File: src/design/actio_pkg.sv
// ----------------------------------------------------------------------------
// Audio CPU timer and I/O register package
// Shared types, register offsets and reset constants for the sound-CPU
// register window and its timers.
// ----------------------------------------------------------------------------
`timescale 1ns / 1ps

package actio_pkg;

	typedef enum logic [2:0] {
		FN_CYCLE      = 3'd0,
		FN_CPU_READ   = 3'd1,
		FN_CPU_WRITE  = 3'd2,
		FN_HOST_WRITE = 3'd3,
		FN_HOST_READ  = 3'd4
	} func_t;

	localparam logic [3:0] REG_TEST     = 4'd0;
	localparam logic [3:0] REG_CONTROL  = 4'd1;
	localparam logic [3:0] REG_DSP_ADDR = 4'd2;
	localparam logic [3:0] REG_DSP_DATA = 4'd3;
	localparam logic [3:0] REG_PORT0    = 4'd4;
	localparam logic [3:0] REG_PORT1    = 4'd5;
	localparam logic [3:0] REG_PORT2    = 4'd6;
	localparam logic [3:0] REG_PORT3    = 4'd7;
	localparam logic [3:0] REG_AUX0     = 4'd8;
	localparam logic [3:0] REG_AUX1     = 4'd9;
	localparam logic [3:0] REG_TARGET0  = 4'd10;
	localparam logic [3:0] REG_TARGET1  = 4'd11;
	localparam logic [3:0] REG_TARGET2  = 4'd12;
	localparam logic [3:0] REG_COUNTER0 = 4'd13;
	localparam logic [3:0] REG_COUNTER1 = 4'd14;
	localparam logic [3:0] REG_COUNTER2 = 4'd15;

	localparam logic [7:0] CONTROL_RESET = 8'hB0;
	localparam logic [7:0] TEST_RESET    = 8'h0A;
	localparam logic [7:0] HOST_PORT0_RESET = 8'hAA;
	localparam logic [7:0] HOST_PORT1_RESET = 8'hBB;
	localparam logic [6:0] DSP_ENDX_ADDR  = 7'h7C;
	localparam logic [6:0] DSP_FLG_ADDR   = 7'h6C;
	localparam logic [7:0] DSP_FLG_RESET  = 8'hE0;
	localparam int         DSP_DEPTH      = 128;
	localparam int         NUM_TIMERS     = 3;
	localparam logic [6:0] FAST_PHASE     = 7'd1;
	localparam logic [3:0] SLOW_PHASE     = 4'd1;

endpackage

File: src/design/audio_cpu_timer_and_io_registers_unit.sv
// ----------------------------------------------------------------------------
// Audio CPU timer and I/O register unit
// Register window 0xF0-0xFF of the sound CPU: control, DSP access, host
// ports, scratch bytes and three timers, one transfer per item.
// ----------------------------------------------------------------------------
// Each input transfer on s_* is one machine cycle, CPU read, CPU write, host
// port write or host port read; s_tuser carries the kind. Every item gives
// exactly one output transfer on m_*, holding the read byte (zero for items
// that are not reads) and the boot ROM overlay bit of CONTROL.
// An accepted item sits in the input register until it advances, and its
// result is then registered in the output register, which raises m_tvalid.
// One item is taken per cycle while m_tready stays high.
// The DSP register file is a 128-entry memory read at the current DSP
// address into a register after every update, with per-entry valid bits
// that stand in for its reset contents.
// Reset restores the window registers, the timers and the host ports to their
// power-on values at once. When the receiver stalls, the result register
// holds and the input register fills, after which s_tready drops.
// ----------------------------------------------------------------------------
`timescale 1ns / 1ps

module audio_cpu_timer_and_io_registers_unit
	import actio_pkg::*;
(
	input  logic        clk,
	input  logic        arst_n,
	input  logic        s_tvalid,
	output logic        s_tready,
	input  logic [15:0] s_tdata,  // reg_index[3:0], port_index[5:4], write_data[13:6], p_flag[14]
	input  logic [2:0]  s_tuser,  // func[2:0]
	output logic        m_tvalid,
	input  logic        m_tready,
	output logic [15:0] m_tdata   // read_data[7:0], boot_rom_mapped[8]
);

	logic       valid_s1;
	func_t      func_s1;
	logic [3:0] reg_s1;
	logic [1:0] port_s1;
	logic [7:0] data_s1;
	logic       p_s1;
	logic       advance;

	logic [6:0] div_q, div_d;
	logic [7:0] control_q, control_d;
	logic [7:0] test_q, test_d;
	logic [7:0] dsp_addr_q, dsp_addr_d;
	logic [7:0] to_host_q [4];
	logic [7:0] to_host_d [4];
	logic [7:0] from_host_q [4];
	logic [7:0] from_host_d [4];
	logic [7:0] aux_q [2];
	logic [7:0] aux_d [2];
	logic [7:0] target_q [NUM_TIMERS];
	logic [7:0] target_d [NUM_TIMERS];
	logic [7:0] stage_q [NUM_TIMERS];
	logic [7:0] stage_d [NUM_TIMERS];
	logic [3:0] count_q [NUM_TIMERS];
	logic [3:0] count_d [NUM_TIMERS];
	logic [NUM_TIMERS-1:0] tick;

	logic [7:0]           dsp_mem [DSP_DEPTH];
	logic [DSP_DEPTH-1:0] dsp_valid_q;
	logic                 mem_we;
	logic [6:0]           mem_waddr;
	logic [7:0]           mem_wdata;
	logic [6:0]           mem_raddr;
	logic [7:0]           mem_rd_q;
	logic                 mem_rd_valid_q;
	logic                 byp_q;
	logic [7:0]           byp_data_q;
	logic [6:0]           rd_addr_q;
	logic [7:0]           dsp_read;

	logic [7:0] read_d;
	logic       out_valid_q;
	logic [7:0] read_q;
	logic       boot_q;

	assign advance  = valid_s1 && (!out_valid_q || m_tready);
	assign s_tready = !valid_s1 || advance;

	always_ff @(posedge clk or negedge arst_n) begin
		if (!arst_n) begin
			valid_s1 <= 1'b0;
		end else if (s_tready) begin
			valid_s1 <= s_tvalid;
		end
	end

	always_ff @(posedge clk) begin
		if (s_tvalid && s_tready) begin
			func_s1 <= func_t'(s_tuser);
			reg_s1  <= s_tdata[3:0];
			port_s1 <= s_tdata[5:4];
			data_s1 <= s_tdata[13:6];
			p_s1    <= s_tdata[14];
		end
	end

	always_comb begin
		if (byp_q) begin
			dsp_read = byp_data_q;
		end else if (mem_rd_valid_q) begin
			dsp_read = mem_rd_q;
		end else if (rd_addr_q == DSP_FLG_ADDR) begin
			dsp_read = DSP_FLG_RESET;
		end else begin
			dsp_read = 8'h00;
		end
	end

	always_comb begin
		div_d      = div_q;
		control_d  = control_q;
		test_d     = test_q;
		dsp_addr_d = dsp_addr_q;
		to_host_d   = to_host_q;
		from_host_d = from_host_q;
		aux_d      = aux_q;
		target_d   = target_q;
		stage_d    = stage_q;
		count_d    = count_q;
		read_d     = 8'h00;
		mem_we     = 1'b0;
		mem_waddr  = dsp_addr_q[6:0];
		mem_wdata  = (dsp_addr_q[6:0] == DSP_ENDX_ADDR) ? 8'h00 : data_s1;
		tick       = '0;
		if (advance) begin
			unique case (func_s1)
				FN_CYCLE: begin
					div_d   = div_q + 7'd1;
					tick[0] = (div_d == FAST_PHASE);
					tick[1] = (div_d == FAST_PHASE);
					tick[2] = (div_d[3:0] == SLOW_PHASE);
					for (int i = 0; i < NUM_TIMERS; i++) begin
						if (tick[i] && control_q[i]) begin
							if (stage_q[i] + 8'd1 == target_q[i]) begin
								stage_d[i] = 8'h00;
								count_d[i] = count_q[i] + 4'd1;
							end else begin
								stage_d[i] = stage_q[i] + 8'd1;
							end
						end
					end
				end
				FN_CPU_READ: begin
					unique case (reg_s1)
						REG_DSP_ADDR: read_d = dsp_addr_q;
						REG_DSP_DATA: read_d = dsp_read;
						REG_PORT0, REG_PORT1, REG_PORT2, REG_PORT3:
							read_d = from_host_q[reg_s1[1:0]];
						REG_AUX0, REG_AUX1: read_d = aux_q[reg_s1[0]];
						REG_COUNTER0: begin
							read_d     = {4'h0, count_q[0]};
							count_d[0] = 4'h0;
						end
						REG_COUNTER1: begin
							read_d     = {4'h0, count_q[1]};
							count_d[1] = 4'h0;
						end
						REG_COUNTER2: begin
							read_d     = {4'h0, count_q[2]};
							count_d[2] = 4'h0;
						end
						default: read_d = 8'h00;
					endcase
				end
				FN_CPU_WRITE: begin
					unique case (reg_s1)
						REG_TEST: begin
							if (!p_s1) begin
								test_d = data_s1;
							end
						end
						REG_CONTROL: begin
							control_d = data_s1;
							if (data_s1[4]) begin
								from_host_d[0] = 8'h00;
								from_host_d[1] = 8'h00;
							end
							if (data_s1[5]) begin
								from_host_d[2] = 8'h00;
								from_host_d[3] = 8'h00;
							end
							for (int i = 0; i < NUM_TIMERS; i++) begin
								if (data_s1[i] && !control_q[i]) begin
									stage_d[i] = 8'h00;
									count_d[i] = 4'h0;
								end
							end
						end
						REG_DSP_ADDR: dsp_addr_d = data_s1;
						REG_DSP_DATA: mem_we = !dsp_addr_q[7];
						REG_PORT0, REG_PORT1, REG_PORT2, REG_PORT3:
							to_host_d[reg_s1[1:0]] = data_s1;
						REG_AUX0, REG_AUX1: aux_d[reg_s1[0]] = data_s1;
						REG_TARGET0: target_d[0] = data_s1;
						REG_TARGET1: target_d[1] = data_s1;
						REG_TARGET2: target_d[2] = data_s1;
						default: ;
					endcase
				end
				FN_HOST_WRITE: from_host_d[port_s1] = data_s1;
				FN_HOST_READ:  read_d = to_host_q[port_s1];
				default: ;
			endcase
		end
	end

	assign mem_raddr = dsp_addr_d[6:0];

	always_ff @(posedge clk) begin
		if (mem_we) begin
			dsp_mem[mem_waddr] <= mem_wdata;
		end
		mem_rd_q   <= dsp_mem[mem_raddr];
		byp_data_q <= mem_wdata;
		rd_addr_q  <= mem_raddr;
	end

	always_ff @(posedge clk or negedge arst_n) begin
		if (!arst_n) begin
			dsp_valid_q    <= '0;
			mem_rd_valid_q <= 1'b0;
			byp_q          <= 1'b0;
		end else begin
			if (mem_we) begin
				dsp_valid_q[mem_waddr] <= 1'b1;
			end
			mem_rd_valid_q <= dsp_valid_q[mem_raddr];
			byp_q          <= mem_we && (mem_waddr == mem_raddr);
		end
	end

	always_ff @(posedge clk or negedge arst_n) begin
		if (!arst_n) begin
			div_q        <= '0;
			control_q    <= CONTROL_RESET;
			test_q       <= TEST_RESET;
			dsp_addr_q   <= 8'h00;
			to_host_q[0] <= HOST_PORT0_RESET;
			to_host_q[1] <= HOST_PORT1_RESET;
			to_host_q[2] <= 8'h00;
			to_host_q[3] <= 8'h00;
			for (int i = 0; i < 4; i++) begin
				from_host_q[i] <= 8'h00;
			end
			for (int i = 0; i < 2; i++) begin
				aux_q[i] <= 8'h00;
			end
			for (int i = 0; i < NUM_TIMERS; i++) begin
				target_q[i] <= 8'h00;
				stage_q[i]  <= 8'h00;
				count_q[i]  <= 4'hF;
			end
			out_valid_q <= 1'b0;
			boot_q      <= CONTROL_RESET[7];
		end else begin
			div_q       <= div_d;
			control_q   <= control_d;
			test_q      <= test_d;
			dsp_addr_q  <= dsp_addr_d;
			to_host_q   <= to_host_d;
			from_host_q <= from_host_d;
			aux_q       <= aux_d;
			target_q    <= target_d;
			stage_q     <= stage_d;
			count_q     <= count_d;
			if (advance) begin
				out_valid_q <= 1'b1;
				boot_q      <= control_d[7];
			end else if (m_tready) begin
				out_valid_q <= 1'b0;
			end
		end
	end

	always_ff @(posedge clk) begin
		if (advance) begin
			read_q <= read_d;
		end
	end

	assign m_tvalid = out_valid_q;
	assign m_tdata  = {7'h00, boot_q, read_q};

endmodule

File: config.mk
export PLATFORM = sky130hd
export DESIGN_NAME = audio_cpu_timer_and_io_registers_unit
export DESIGN_NICKNAME = d
export VERILOG_FILES = /design/src/design/actio_pkg.sv /design/src/design/audio_cpu_timer_and_io_registers_unit.sv
export SDC_FILE = /design/constraint.sdc
export NUM_CORES = 2
export LEC_CHECK = 0
export BUFFER_PORTS_ARGS = -buffer_cell sky130_fd_sc_hd__buf_2
export CORE_MARGIN = 1.5
export CORE_UTILIZATION = 55
export DETAILED_ROUTE_END_ITERATION = 6
export PLACE_DENSITY_LB_ADDON = 0.25
export REMOVE_ABC_BUFFERS = 1
export SETUP_SLACK_MARGIN = 0.2
export SYNTH_ARGS = -nofsm -noshare
export SYNTH_HDL_FRONTEND = slang
export SYNTH_SLANG_ARGS = --single-unit
File: constraint.sdc
create_clock -name clk -period 6 [get_ports clk]
set_clock_uncertainty 0.2 [all_clocks]
set_input_delay 1.2 -clock clk [delete_from_list [all_inputs] [get_ports clk]]
set_output_delay 1.2 -clock clk [all_outputs]
set_load 0.01 [all_outputs]
Yosys cells after proc, flatten, opt, wreduce, memory -nomap -nowiden

Memories as Yosys holds them, arrays and structs flattened. A register that Yosys moved wholly into a read port is not among the register bits.
Index checks and enable logic that the tools add are counted.

Bits in registers: 336
Bits in writable memories: 1,024
Input port bits: 23
Output and inout port bits: 18
Logic and storage cells: 214
Memories kept: 1

Memory list:

| memory  | depth | width | rd ports | clocked after Yosys merged registers in | wr ports | RTL line                                    | source |
|---|---|---|---|---|---|---|---|
| dsp_mem | 128   | 8     | 1        | 1                                       | 1        | audio_cpu_timer_and_io_registers_unit.sv:62 | `logic [7:0] dsp_mem [DSP_DEPTH];` |

Add/sub/neg operators: 7
Magnitude comparators: 9
Equality and inequality tests: 42
Muxes and demuxes: 70
Bitwise operators: 4
Reductions and logical operators: 44

Operators by type and width:

| operator              | number |
|---|---|
| $mux W8               | 26 |
| $or A128 B128 Y128    | 1 |
| $bwmux W32            | 2 |
| $pmux W32 S2          | 1 |
| $pmux W8 S7           | 1 |
| $mux W4               | 12 |
| $pmux W24 S2          | 1 |
| $pmux W12 S3          | 1 |
| $bmux W8 S2           | 2 |
| $demux W8 S2          | 2 |
| $eq A4 B4 Y1 const B  | 8 |
| $mux W16              | 2 |
| $mux W32              | 1 |
| $add A8 B1 Y8 const B | 3 |
| $eq A8 B8 Y1          | 3 |
| $mux W24              | 1 |
| $ne A2 B2 Y1 const B  | 12 |
| $mux W7               | 3 |
| $reduce_and A3 Y1     | 7 |
| $reduce_and A7 Y1     | 3 |
| $bwmux W16            | 1 |
| $eq A4 B3 Y1 const B  | 4 |
| $lt A7 B8 Y1 const B  | 2 |
| $pmux W8 S2           | 1 |
| 34 further kinds      | 76 |

Logic depth before layout (Yosys ltp)

Depth after elaboration: 7
Depth in mapped cells: 14
Gate-level depth less buffers: 9

Worst setup path after synthesis

No wires, ideal clock.

Path type: register to register
Start point: register data_s1[2]
End point: memory dsp_mem[0][2], data pin
Setup time: 0.832 ns
Arrival: 4.435 ns
Required time: 4.968 ns
Slack: 0.533 ns
Stages on the path, launching flop included: 5
Path buffers: 3
Clock period less this slack: 5.467 ns
Path through: edfxtp_1 clkbuf_1 clkbuf_1 clkbuf_1 nor2b_1

Word-level cells in the longest chain between the ends: 1

RTL lines:

| element                  | RTL line                                     | source |
|---|---|---|
| start: declaration       | audio_cpu_timer_and_io_registers_unit.sv:40  | `logic [7:0] data_s1;` |
| start signal: assignment | audio_cpu_timer_and_io_registers_unit.sv:96  | `data_s1 <= s_tdata[13:6];` |
| $mux W8                  | audio_cpu_timer_and_io_registers_unit.sv:127 | `mem_wdata = (dsp_addr_q[6:0] == DSP_ENDX_ADDR) ? 8'h00 : data_s1;` |
| named net mem_wdata[2]   | audio_cpu_timer_and_io_registers_unit.sv:66  | `logic [7:0] mem_wdata;` |
| end: declaration         | audio_cpu_timer_and_io_registers_unit.sv:62  |  |

The timed path passes the listed nets, and every way through them passes these cells.

Worst setup path in the final report

Start point: register reg_s1[1]
End point: register mem_rd_q[5] (read register of dsp_mem)

Word-level cells in the longest chain between the ends: 4

RTL lines:

| element                  | RTL line                                     | source |
|---|---|---|
| start: declaration       | audio_cpu_timer_and_io_registers_unit.sv:38  | `logic [3:0] reg_s1;` |
| start signal: assignment | audio_cpu_timer_and_io_registers_unit.sv:94  | `reg_s1 <= s_tdata[3:0];` |
| $eq A4 B2 Y1             | audio_cpu_timer_and_io_registers_unit.sv:170 | `unique case (reg_s1)` |
| $mux W7                  | audio_cpu_timer_and_io_registers_unit.sv:170 |  |
| $mux W7                  | audio_cpu_timer_and_io_registers_unit.sv:130 | `unique case (func_s1)` |
| $mux W7                  | audio_cpu_timer_and_io_registers_unit.sv:129 | `if (advance) begin` |
| end: declaration         | audio_cpu_timer_and_io_registers_unit.sv:68  | `logic [7:0] mem_rd_q;` |

No other way between the ends.
A chain may end at the register's enable or synchronous reset.

==> impl_metrics.toml <==
[status]
outcome = "finished, final reports clean"

[worst_setup_path]
worstPathRequired_ps = 6430
critical_path.max_fanout = 60
path_depth_of_the_worst_reg2reg_path = 12
crit_slowest_cell = "sky130_fd_sc_hd__nor4b_2"
endpoint_class_of_the_critical_path = "register"
setup.reg_to_reg.worst_slack_ps = 620
r2r_start = "reg_s1[1]$_DFFE_PP_"
critical_path.max_stage_delay_ps = 830
largest_delay_share_family_worst_path = "compound AO/OA/AOI/OAI gates"
worst_path_most_repeated_cell = "sky130_fd_sc_hd__buf_4"
timing.critical_path.from_type = "register"
crit_chain = "buf_4 > nor4b_2 > a41oi_2 > a21oi_4 > inv_6 > buf_4 > nand2_1 > a21oi_1 > or4_1 > a2111oi_0 > buf_4 > a211oi_1"
setup.worst_path.class = "reg -> reg"
worst_path_bufs_invs = 4
crit-reg2reg-capture = "mem_rd_q[5]$_DFF_P_"
cp_data_arrival_time_ps = 5810

[floorplanning]
fp-row-count = 117
die_h_um = 322
die_w_um = 322
num_io_pins = 41
start_util_pct = 55.3
core_sq_um = 101000
die_area_sq_um = 104000

[layout]
finish.cell_count_without_fillers = 5515
num-nets-final = 4058
layout_overhead_on_the_synthesized_area_pct = 11.8
drive_above_1_share_pct = 16.2
number_of_fill_cells = 7434

[synthesis]
synth_top_area_cell = "sky130_fd_sc_hd__edfxtp_1"
synthArstFlopShare_pct = 21.4
synthFlopType = "sky130_fd_sc_hd__edfxtp_1"
syn_area_sq_um = 56100
postSynthRegisterBits = 1364
edff_count_synth = 1049
yosysSeqAreaShare_pct = 70.0
number_of_instances_in_the_synthesized_netlist = 3970
synthesis.area_per_instance_sq_um = 14.1
yosys_warnings = 0
post-synth-top-area-fraction_pct = 56.1
yosysUniqueCellTypes = 93
synthTopCellsByArea = "sky130_fd_sc_hd__edfxtp_1 (56%), sky130_fd_sc_hd__dfrtp_1 (12%), sky130_fd_sc_hd__mux2i_1 (5.2%)"

[sta]
hold_violations = 0
final_max_slew_viol_count = 0
tightestPinTransition_ps = 1250
worst_slew_margin_rel_pct = 16.2
endpoints_failing_setup = 0
fmaxAchievable_mhz = 186
whs_ps = 192
rsz_0062_raised_after_global_routing = "false"
timing.final.crit_share_pct = 89.7
finalWorstPathRequiredPeriod_ps = 5380

[global_route]
grt_remaining_overflow = 0
track_usage_pct = 28.9
maximum_number_of_pins_on_one_net_before_global_route_repair = 124
first_pass_grt_wire_length_um = 220000
antenna_found_initial = 4
vias_in_the_first_global_route = 34100

[pwr]
power.share.switching_pct = 25.1
power_frac_clock_pct = 39.4
leakagePower_nw = 22.5
p_comb_share_pct = 11.1
cell_internal_pwr_mw = 16.0
netSwitchingPower_mw = 5.37
pwr_density_cell_nw_per_um2 = 340
power.total_mw = 21.4
worst_ir_drop_on_vdd_v = 0.000262
power.share.sequential_pct = 49.5

[clock_network]
ctsResizeCount = 0
clock_insertion_delay_worst_skew_ps = 760
tritoncts = "built"
h-tree-depth = 4
cts_setup_buffers = 0
numClockSinks = 1364
ctsHoldBuffers = 0
clk_pin_slew_worst_paths_ps = 60
clk_path_buf_depth = 3
cts_buffers = 139
cts-root-buf = "sky130_fd_sc_hd__clkbuf_16"

[detailed_routing]
wl_um = 149000
route.detailed.vias_per_inst = 6.39
avgRoutedWirePerCell_um = 27.1
drc = 0
drtAntennaViolNets = 0
vias = 35300
detail_route.first_pass.iterations = 6
drt_iter0_drc = 4186

[worst_hold_path]
worstHoldPathType = "in -> async"

[flow_run]
maxCapViolations = 0

[placement]
hpwlAfterDp_um = 92800
globalplace.congestion = 0.912
numPlacedInstances = 5254
port_buffers = 31
-- power groups by stage --
stage	clock network, mW	logic [mW]	registers, mW
floorplan	0	1.73	10.7
detailed placement	0	2.32	10.8
CTS	8.48	2.33	10.6
finish	8.42	2.37	10.6
global route	8.84	2.50	10.6
global placement	0	2.28	10.8
-- Yosys cell counts (11+ instances only) --
| library cell | count |
|---|---|
| sky130_fd_sc_hd__o41ai_1 | 26 |
| sky130_fd_sc_hd__a211oi_1 | 52 |
| sky130_fd_sc_hd__nor2b_1 | 23 |
| sky130_fd_sc_hd__o31ai_1 | 11 |
| sky130_fd_sc_hd__o21ai_0 | 111 |
| sky130_fd_sc_hd__a21oi_1 | 98 |
| sky130_fd_sc_hd__dfxtp_1 | 23 |
| sky130_fd_sc_hd__nand2b_1 | 26 |
| sky130_fd_sc_hd__buf_2 | 81 |
| sky130_fd_sc_hd__buf_1 | 17 |
| sky130_fd_sc_hd__nand3_1 | 103 |
| sky130_fd_sc_hd__a22o_1 | 39 |
| sky130_fd_sc_hd__xnor2_1 | 24 |
| sky130_fd_sc_hd__mux2i_1 | 294 |
| sky130_fd_sc_hd__a21boi_0 | 33 |
| sky130_fd_sc_hd__a32oi_1 | 12 |
| sky130_fd_sc_hd__a22oi_1 | 12 |
| sky130_fd_sc_hd__or2_2 | 129 |
| sky130_fd_sc_hd__o221ai_1 | 24 |
| sky130_fd_sc_hd__mux2_2 | 106 |
| sky130_fd_sc_hd__edfxtp_1 | 1049 |
| sky130_fd_sc_hd__dfrtp_1 | 268 |
| sky130_fd_sc_hd__nand2_1 | 461 |
| sky130_fd_sc_hd__mux4_2 | 16 |
| sky130_fd_sc_hd__nor3_1 | 41 |
| sky130_fd_sc_hd__a31oi_1 | 52 |
| sky130_fd_sc_hd__inv_1 | 40 |
| sky130_fd_sc_hd__and3_1 | 20 |
| sky130_fd_sc_hd__dfstp_2 | 24 |
| sky130_fd_sc_hd__nor4_1 | 17 |
| sky130_fd_sc_hd__clkbuf_1 | 127 |
| sky130_fd_sc_hd__nor2_1 | 197 |
| sky130_fd_sc_hd__o22ai_1 | 88 |
| sky130_fd_sc_hd__a221oi_1 | 86 |
| sky130_fd_sc_hd__buf_4 | 17 |
| sky130_fd_sc_hd__a311oi_1 | 18 |
-- area by class of cell --
type / instances / area (sq um) / share of cell area (%)
sequential: 1364 / 39300 / 62.6
multi-input combinational: 2323 / 15800 / 25.2
clock buffer: 200 / 3880 / 6.18
tap: 1368 / 1710 / 2.73
timing repair buffer: 155 / 1320 / 2.10
clock inverter: 60 / 557 / 0.887
inverter: 44 / 175 / 0.279
antenna: 1 / 2.50 / 0.00399
-- registers in the layout, indices dropped and copies added, names as in the netlist, 2 cells and up --
register	flops
aux_q	16
byp_data_q	8
control_q	4
count_q	12
data_s1	8
div_q	7
dsp_addr_q	8
dsp_mem	1024
dsp_valid_q	128
from_host_q	32
func_s1	3
mem_rd_q	8
port_s1	2
rd_addr_q	7
read_q	8
reg_s1	4
stage_q	24
target_q	24
to_host_q	32
-- layer usage --
metal  track usage, %  routed length, um  up-vias
li1                 -                  -    15300
met1             38.5              58600    17700
met2             46.1              70400     1791
met3             6.67              14000      373
met4             11.7               6330        4
met5                0                 27        -
-- worst max path at each step --
stage / start / end / slack [ps] / cells past startpoint
global route: reg_s1[1]$_DFFE_PP_ / mem_rd_q[5]$_DFF_P_ / 460 / 12
CTS: reg_s1[1]$_DFFE_PP_ / mem_rd_q[5]$_DFF_P_ / 720 / 12
finish: reg_s1[1]$_DFFE_PP_ / mem_rd_q[5]$_DFF_P_ / 620 / 12
floorplan: reg_s1[0]$_DFFE_PP_ / mem_rd_q[5]$_DFF_P_ / -19790 / 9
detailed placement: m_tready / mem_rd_q[5]$_DFF_P_ / 690 / 12
global placement: m_tready / mem_rd_q[5]$_DFF_P_ / 750 / 12
-- worst register-to-register path, cell delays in order, from the launching register on --
cell and delay, ps:
sky130_fd_sc_hd__edfxtp_1 480, sky130_fd_sc_hd__buf_4 330, sky130_fd_sc_hd__nor4b_2 830, sky130_fd_sc_hd__a41oi_2 320, sky130_fd_sc_hd__a21oi_4 640, sky130_fd_sc_hd__inv_6 390, sky130_fd_sc_hd__buf_4 370, sky130_fd_sc_hd__nand2_1 100
sky130_fd_sc_hd__a21oi_1 60, sky130_fd_sc_hd__or4_1 570, sky130_fd_sc_hd__a2111oi_0 630, sky130_fd_sc_hd__buf_4 250, sky130_fd_sc_hd__a211oi_1 80
-- kinds of logic after synthesis --
kind of cell               count (synthesis)  share of synthesized area, %
muxes                                    417                          8.03
DFF                                     1364                          70.0
xor gates and xnor gates                  35                         0.620
adders and majority gates                  8                         0.178
buffers and inverters                    289                          2.27
AOI/OAI and AO/OA                        773                          9.88
other                                      1                       0.00668
and+or+nand+nor                         1083                          9.02
-- metrics by stage --
step	worst slack, ps	utilization, %	cell area, sq um	TNS, ps
global placement	746	57.5	58300	0
finish	620	61.9	62800	0
floorplan	-19790	-	55100	-216740
CTS	725	61.9	62800	0
global route	462	61.9	62800	0
detailed placement	692	57.5	58300	0
-- cells in the final DEF, fill, tap and decap left out, drive strengths merged, types with 44 or more instances in the layout --
cell	n
nand2	461
edfxtp	1049
o22ai	88
a21oi	100
a31oi	52
nor2	197
clkinv	44
o21ai	113
a211oi	52
mux2i	294
inv	51
a221oi	86
nand3	103
clkbuf	200
or2	129
dfrtp	268
buf	155
mux2	107
Note: power is estimated with default switching activity, not from simulation.
